==> src/rtl/assert_macros.svh <==
// assertion macros shared by the allocator rtl
// expects clk_i and rst_ni in the scope where a macro is used
`ifndef ASSERT_MACROS_SVH
`define ASSERT_MACROS_SVH

// antecedent implies consequent in the same cycle
`define BBA_ASSERT_IMP(label, ante, cons) \
  label: assert property (@(posedge clk_i) disable iff (!rst_ni) (ante) |-> (cons)) \
    else $error("%m: check failed");

// antecedent implies consequent in the next cycle
`define BBA_ASSERT_NXT(label, ante, cons) \
  label: assert property (@(posedge clk_i) disable iff (!rst_ni) (ante) |=> (cons)) \
    else $error("%m: check failed");

`endif

==> src/rtl/bba_pkg.sv <==
// shared types and constants of the bitmap block allocator
// no dependencies; imported by the controller, datapath and top level
package bba_pkg;

  localparam int unsigned BLK_W       = 16;
  localparam int unsigned CNT_W       = 17;
  localparam int unsigned OP_W        = 3;
  localparam int unsigned ST_W        = 2;
  localparam int unsigned CFG_IDX_W   = 2;
  localparam int unsigned BLOCK_SPACE = 65536;

  // operation codes
  localparam logic [OP_W-1:0] OP_ALLOC  = 3'd0;
  localparam logic [OP_W-1:0] OP_FREE   = 3'd1;
  localparam logic [OP_W-1:0] OP_READ   = 3'd2;
  localparam logic [OP_W-1:0] OP_WRITE  = 3'd3;
  localparam logic [OP_W-1:0] OP_FORMAT = 3'd4;

  // result status codes
  localparam logic [ST_W-1:0] ST_OK     = 2'd0;
  localparam logic [ST_W-1:0] ST_NOFREE = 2'd1;
  localparam logic [ST_W-1:0] ST_RANGE  = 2'd2;

  // configuration register indexes and reset values
  localparam logic [CFG_IDX_W-1:0] CFG_TOTAL = 2'd0;
  localparam logic [CFG_IDX_W-1:0] CFG_META  = 2'd1;
  localparam logic [CNT_W-1:0]     TOTAL_RESET = 17'd65536;
  localparam logic [CNT_W-1:0]     META_RESET  = 17'd0;

  typedef struct packed {
    logic [OP_W-1:0]  op;
    logic [BLK_W-1:0] block;
    logic             bit_value;
  } in_t;

  typedef struct packed {
    logic [ST_W-1:0]  status;
    logic [BLK_W-1:0] result_block;
    logic             read_bit;
    logic [CNT_W-1:0] free_count;
  } out_t;

  // where an accepted transaction goes next
  typedef enum logic [1:0] {
    PATH_DONE = 2'd0,
    PATH_BIT  = 2'd1,
    PATH_SCAN = 2'd2,
    PATH_FMT  = 2'd3
  } path_e;

  // controller to datapath
  typedef struct packed {
    logic capture;
    logic idx_step;
    logic rd_issue;
    logic bit_update;
    logic scan_step;
    logic sweep_step;
    logic sweep_result;
    logic out_load;
  } cmd_t;

  // datapath to controller
  typedef struct packed {
    path_e path;
    logic  scan_hit;
    logic  scan_miss;
    logic  sweep_last;
    logic  out_free;
  } dp_status_t;

endpackage

==> src/rtl/bba_ctrl.sv <==
// controller state machine of the allocator
// depends on bba_pkg for the command and status structs
module bba_ctrl import bba_pkg::*; (
  input  logic       clk_i,
  input  logic       rst_ni,
  input  logic       in_valid_i,
  output logic       in_ready_o,
  input  dp_status_t st_i,
  output cmd_t       cmd_o
);

  typedef enum logic [7:0] {
    S_CLEAR = 8'b0000_0001,
    S_IDLE  = 8'b0000_0010,
    S_IDX   = 8'b0000_0100,
    S_RD    = 8'b0000_1000,
    S_UPD   = 8'b0001_0000,
    S_SCAN  = 8'b0010_0000,
    S_FMT   = 8'b0100_0000,
    S_DONE  = 8'b1000_0000
  } state_e;

  state_e state_q, state_d;

  // next state and commands
  always_comb begin
    state_d    = state_q;
    cmd_o      = '0;
    in_ready_o = 1'b0;
    case (state_q)
      S_CLEAR: begin
        cmd_o.sweep_step = 1'b1;
        if (st_i.sweep_last) begin
          state_d = S_IDLE;
        end
      end
      S_IDLE: begin
        in_ready_o = 1'b1;
        if (in_valid_i) begin
          cmd_o.capture = 1'b1;
          case (st_i.path)
            PATH_BIT:  state_d = S_IDX;
            PATH_SCAN: state_d = S_SCAN;
            PATH_FMT:  state_d = S_FMT;
            default:   state_d = S_DONE;
          endcase
        end
      end
      S_IDX: begin
        cmd_o.idx_step = 1'b1;
        state_d        = S_RD;
      end
      S_RD: begin
        cmd_o.rd_issue = 1'b1;
        state_d        = S_UPD;
      end
      S_UPD: begin
        cmd_o.bit_update = 1'b1;
        state_d          = S_DONE;
      end
      S_SCAN: begin
        cmd_o.scan_step = 1'b1;
        if (st_i.scan_hit || st_i.scan_miss) begin
          state_d = S_DONE;
        end
      end
      S_FMT: begin
        cmd_o.sweep_step   = 1'b1;
        cmd_o.sweep_result = 1'b1;
        if (st_i.sweep_last) begin
          state_d = S_DONE;
        end
      end
      S_DONE: begin
        if (st_i.out_free) begin
          cmd_o.out_load = 1'b1;
          state_d        = S_IDLE;
        end
      end
      default: begin
        state_d = S_CLEAR;
      end
    endcase
  end

  // state register, reset starts the map clearing pass
  always_ff @(posedge clk_i or negedge rst_ni) begin
    if (!rst_ni) begin
      state_q <= S_CLEAR;
    end else begin
      state_q <= state_d;
    end
  end

endmodule

==> config.mk <==
export PLATFORM = sky130hd
export DESIGN_NAME = bba_ctrl
export DESIGN_NICKNAME = d
export VERILOG_FILES = /design/src/rtl/assert_macros.svh /design/src/rtl/bba_pkg.sv /design/src/rtl/bba_ctrl.sv
export SDC_FILE = /design/constraint.sdc
export NUM_CORES = 1
export LEC_CHECK = 0
export ABC_AREA = 0
export BUFFER_PORTS_ARGS = -buffer_cell sky130_fd_sc_hd__buf_2
export CAP_MARGIN = 20
export CORE_MARGIN = 4
export CORE_UTILIZATION = 45
export DETAILED_ROUTE_END_ITERATION = 7
export GPL_TIMING_DRIVEN = 0
export PLACE_DENSITY = 0.71
export SLEW_MARGIN = 0
export SYNTH_ARGS = -nofsm -noshare
export SYNTH_HDL_FRONTEND = slang
export SYNTH_SLANG_ARGS = --single-unit
==> constraint.sdc <==
create_clock -name clk_i -period 4.09 [get_ports clk_i]
set_input_delay 0.2045 -clock clk_i [delete_from_list [all_inputs] [get_ports clk_i]]
set_output_delay 0.2045 -clock clk_i [all_outputs]
set_load 0.05 [all_outputs]
Word-level counts from Yosys, hierarchy flattened
Index checks and enable logic that the tools add are counted.
{ "op_classes": {"eq_ne": 16, "muxes": 18, "reduce_logical": 3} }
{ "ops": {"columns": ["operator", "count"], "rows": [
  ["8-bit case mux with 8 select lines", 1],
  ["8-bit 2-to-1 mux", 5],
  ["8-bit case mux with 3 select lines", 1],
  ["1-bit 2-to-1 mux", 11],
  ["2-bit inequality test, second input constant", 5],
  ["8-bit by 1-bit equality test with 1-bit output, second input constant", 1],
  ["8-bit by 2-bit equality test with 1-bit output, second input constant", 1],
  ["8-bit by 3-bit equality test with 1-bit output, second input constant", 1],
  ["8-bit by 4-bit equality test with 1-bit output, second input constant", 1],
  ["8-bit by 5-bit equality test with 1-bit output, second input constant", 1],
  ["8-bit by 6-bit equality test with 1-bit output, second input constant", 1],
  ["8-bit by 7-bit equality test with 1-bit output, second input constant", 1],
  ["8-bit equality test, second input constant", 1],
  ["5-bit AND reduction", 1],
  ["2-bit equality test, second input constant", 2],
  ["2-bit by 1-bit equality test with 1-bit output, second input constant", 1],
  ["2-bit OR reduction", 1],
  ["1-bit logical OR", 1]
]} }
{ "totals": {"ff_bits": 8, "inputBits": 9, "out_inout_bits": 9, "word_cells": 38} }

Logic depth before layout (Yosys ltp)
{ "logic_depth": {"word_depth": 4, "mapped_depth": 6} }

Least setup slack after synthesis
Ideal clock, no wire load.
{ "synth_timing": {"path_type": "reg2out", "startpoint": "register state_q[1]", "endpoint": "output cmd_o[5] (netlist name)", "arrival_time_ns": 2.044, "slack_ns": 1.841, "path_stages_with_launch": 5, "path_buffers": 1, "cell_sequence": "dfrtp_1 clkbuf_2 nor2_2 nand3b_1 nor3b_1"} }
{ "synth_rtl": {"columns": ["element", "line_no", "text"], "rows": [
  ["from (decl)", "bba_ctrl.sv:23", "state_e state_q, state_d;"],
  ["from (signal assigned)", "bba_ctrl.sv:91", "state_q <= state_d;"],
  ["to (decl)", "bba_ctrl.sv:9", "output cmd_t cmd_o"]
]} }

==> results.json <==
{
  "fin_crit_sh": 0.4828,
  "io_pins": 18,
  "final-setup-viol-count": 0,
  "ctsHtreeMaxLevel": 1,
  "cts_root_buf": "clkbuf_4",
  "mappedNetlistArea_sq_um": 635.6,
  "grt.overflow.total": 0,
  "top_layer_used": "met4",
  "final_cell_mix": "buf_2 (19), nand2_1 (8), nor2_1 (7), dfrtp_1 (7), nor3b_1 (6)",
  "hold_viol": 0,
  "wire_per_inst_um": 11.81,
  "startpoint": "state_q[1]",
  "synthArstFlopShare": 1.000,
  "path_max_fanout": 9,
  "cts_setup_buffers": 0,
  "die_h_um": 45.58,
  "critical_path.startpoint_type": "flip-flop",
  "worstMarginPinSlew_ns": 0.3060,
  "wl_met2_um": 592,
  "rsz0062_at_grt": "no",
  "synth-main-ff-cell": "dfrtp_1",
  "yosysWarnings": 0,
  "syn-num-nets": 80,
  "yosysSeqAreaShare": 0.3169,
  "power.density_nw_per_um2": 643.3,
  "syn2layout_area_growth_pct": 22.05,
  "wl_met1_um": 595,
  "slew_viol_final": 0,
  "met3_length_um": 61,
  "avgSynthCellArea_sq_um": 8.952,
  "grt_usage": 0.1611,
  "cts_buffer_depth": 2,
  "dp_hpwl_um": 1050,
  "initial_core_util": 0.4824,
  "maxCapViolations": 0,
  "holdPathStages": 2,
  "drt_wl_total_um": 1276,
  "relSlewSlack": 0.7938,
  "synth_cell_types": 37,
  "finalSetupTns_ns": 0,
  "cts_tree": "built",
  "grt_max_degree": 11,
  "fin_nets": 103,
  "cts_made_buffers": 3,
  "grt_first_pass_wirelength_um": 2366,
  "drive_above_1_share": 0.3871,
  "reg2reg_setup_slack_ns": 2.43,
  "hold_class": "input pin to flip-flop",
  "dr_total_vias": 563,
  "drc": 0,
  "core_sq_um": 1318,
  "cp.arrival_ns": 1.77,
  "max_freq_ghz": 0.5064,
  "largest_reg_flops": 8,
  "r2r_end": "state_q[6]",
  "timing.critical_path.to": "cmd_o[5]",
  "ir_drop_mv": 0.3532,
  "ys_ff_latch": 8,
  "seqCellArea_sq_um": 201.4,
  "io_buffers": 17,
  "clkLatencyLatePin_ns": 0.25,
  "drtPass1Iterations": 4,
  "crit_type": "flip-flop to output port",
  "cp.required_ns": 3.89,
  "syn_inst": 71,
  "multi_input_area_sq_um": 389.1,
  "die_area_sq_um": 2078,
  "final_antenna_net_count": 0,
  "clkTransAtPathRegs_ns": 0.05,
  "status": "finished, final reports clean",
  "final_common_cell": "buf_2",
  "reg2regPathDepth": 5,
  "finalPower_uw": 499.0,
  "synth_edf_count": 0,
  "dieWidth_um": 45.58,
  "rows": 13,
  "fillCellCount": 126,
  "antenna_found_initial": 0,
  "gp_congestion": 0.7371,
  "dr.first_iter.drc_count": 6,
  "cp-end-kind": "output port",
  "post_drt_via_cell_ratio": 5.213,
  "numClockSinks": 8,
  "diodes": 0,
  "timing.rr.start": "state_q[0]",
  "reg.largest.list": "state_q: 8 flops",
  "leakagePower_uw": 0.0003803,
  "fin_crit_ns": 1.975,
  "regMostFlops": "state_q",
  "skew_ns": 0.002260,
  "grt_pass1_vias": 568
}
## repair_timing
item | in CTS | in global routing
hold buffers | 1 | 0
hold endpoints to repair | 8 | 0
gates resized for setup | 0 | 0
## cell families after synthesis
kind of cell	share of synthesized area
DFF	0.3169
buffers and inverters	0.07086
and+or+nand+nor	0.4016
xor gates and xnor gates	0.05513
muxes	0.03346
AOI/OAI and AO/OA	0.1221
## power breakdown
part           switching, uW  internal [uW]  leakage (uW)  total, uW
Combinational            200            125      0.000259        326
Sequential              8.62            100      0.000106        109
Clock                   27.0           37.3     0.0000150       64.3
Total                    236            263      0.000380        499
## metrics by stage
step / utilization / area (sq um) / hold slack [ns] / setup slack [ns] / std cells
after CTS: 0.5888 / 775.7 / 0.1362 / 2.100 / 108
after detailed placement: 0.5613 / 739.5 / 0.05157 / 2.391 / 103
after floorplan: - / 635.6 / -0.09109 / 1.841 / 71
after global placement: 0.5613 / 739.5 / 0.05447 / 2.393 / 103
after global routing: 0.5888 / 775.7 / 0.1497 / 1.955 / 108
final: 0.5888 / 775.7 / 0.1464 / 2.115 / 108
## worst max-delay path: stages, from the launching register on
cell and delay (ns):
dfrtp_1 0.35, clkbuf_2 0.16, nor2_2 0.27, nand3b_1 0.22, nor3b_1 0.22, buf_2 0.29
## how the worst min path moves through the flow
stage / slack [ns] / endpoint / startpoint
after detailed placement: 0.05 / state_q[7] / rst_ni
final: 0.15 / state_q[2] / st_i[5]
after global routing: 0.15 / state_q[2] / st_i[5]
after floorplan: -0.09 / state_q[1] / rst_ni
after global placement: 0.05 / state_q[7] / rst_ni
after CTS: 0.14 / state_q[2] / st_i[5]
## per-layer routing
metal	GRT usage	vias to the layer above
li1	-	298
met1	0.2044	249
met2	0.2479	12
met3	0.01581	4
met4	0.1228	0
met5	0	-
## cells in the mapped netlist (all sizes together), types with 2 or more instances
library cell | number | area [sq um]
nand2 | 8 | 30.03
nor2 | 8 | 32.54
dfrtp | 7 | 175.2
nor3b | 6 | 45.04
buf | 4 | 32.53
nor3 | 4 | 36.29
and2 | 3 | 21.27
o211ai | 3 | 27.52
and3 | 2 | 12.51
inv | 2 | 7.510
o21ai | 2 | 10.01
xnor2 | 2 | 17.52
xor2 | 2 | 17.52
## final cells by class
| cell class | instances | share of cell area |
|---|---|---|
| tap | 15 | 0.02419 |
| clock buffer | 4 | 0.03387 |
| buffer | 5 | 0.04839 |
| timing repair buffer | 18 | 0.1226 |
| multi-input combinational | 56 | 0.5016 |
| inverter | 2 | 0.009677 |
| sequential | 8 | 0.2597 |
No activity file was read; power rests on OpenSTA's default activity.
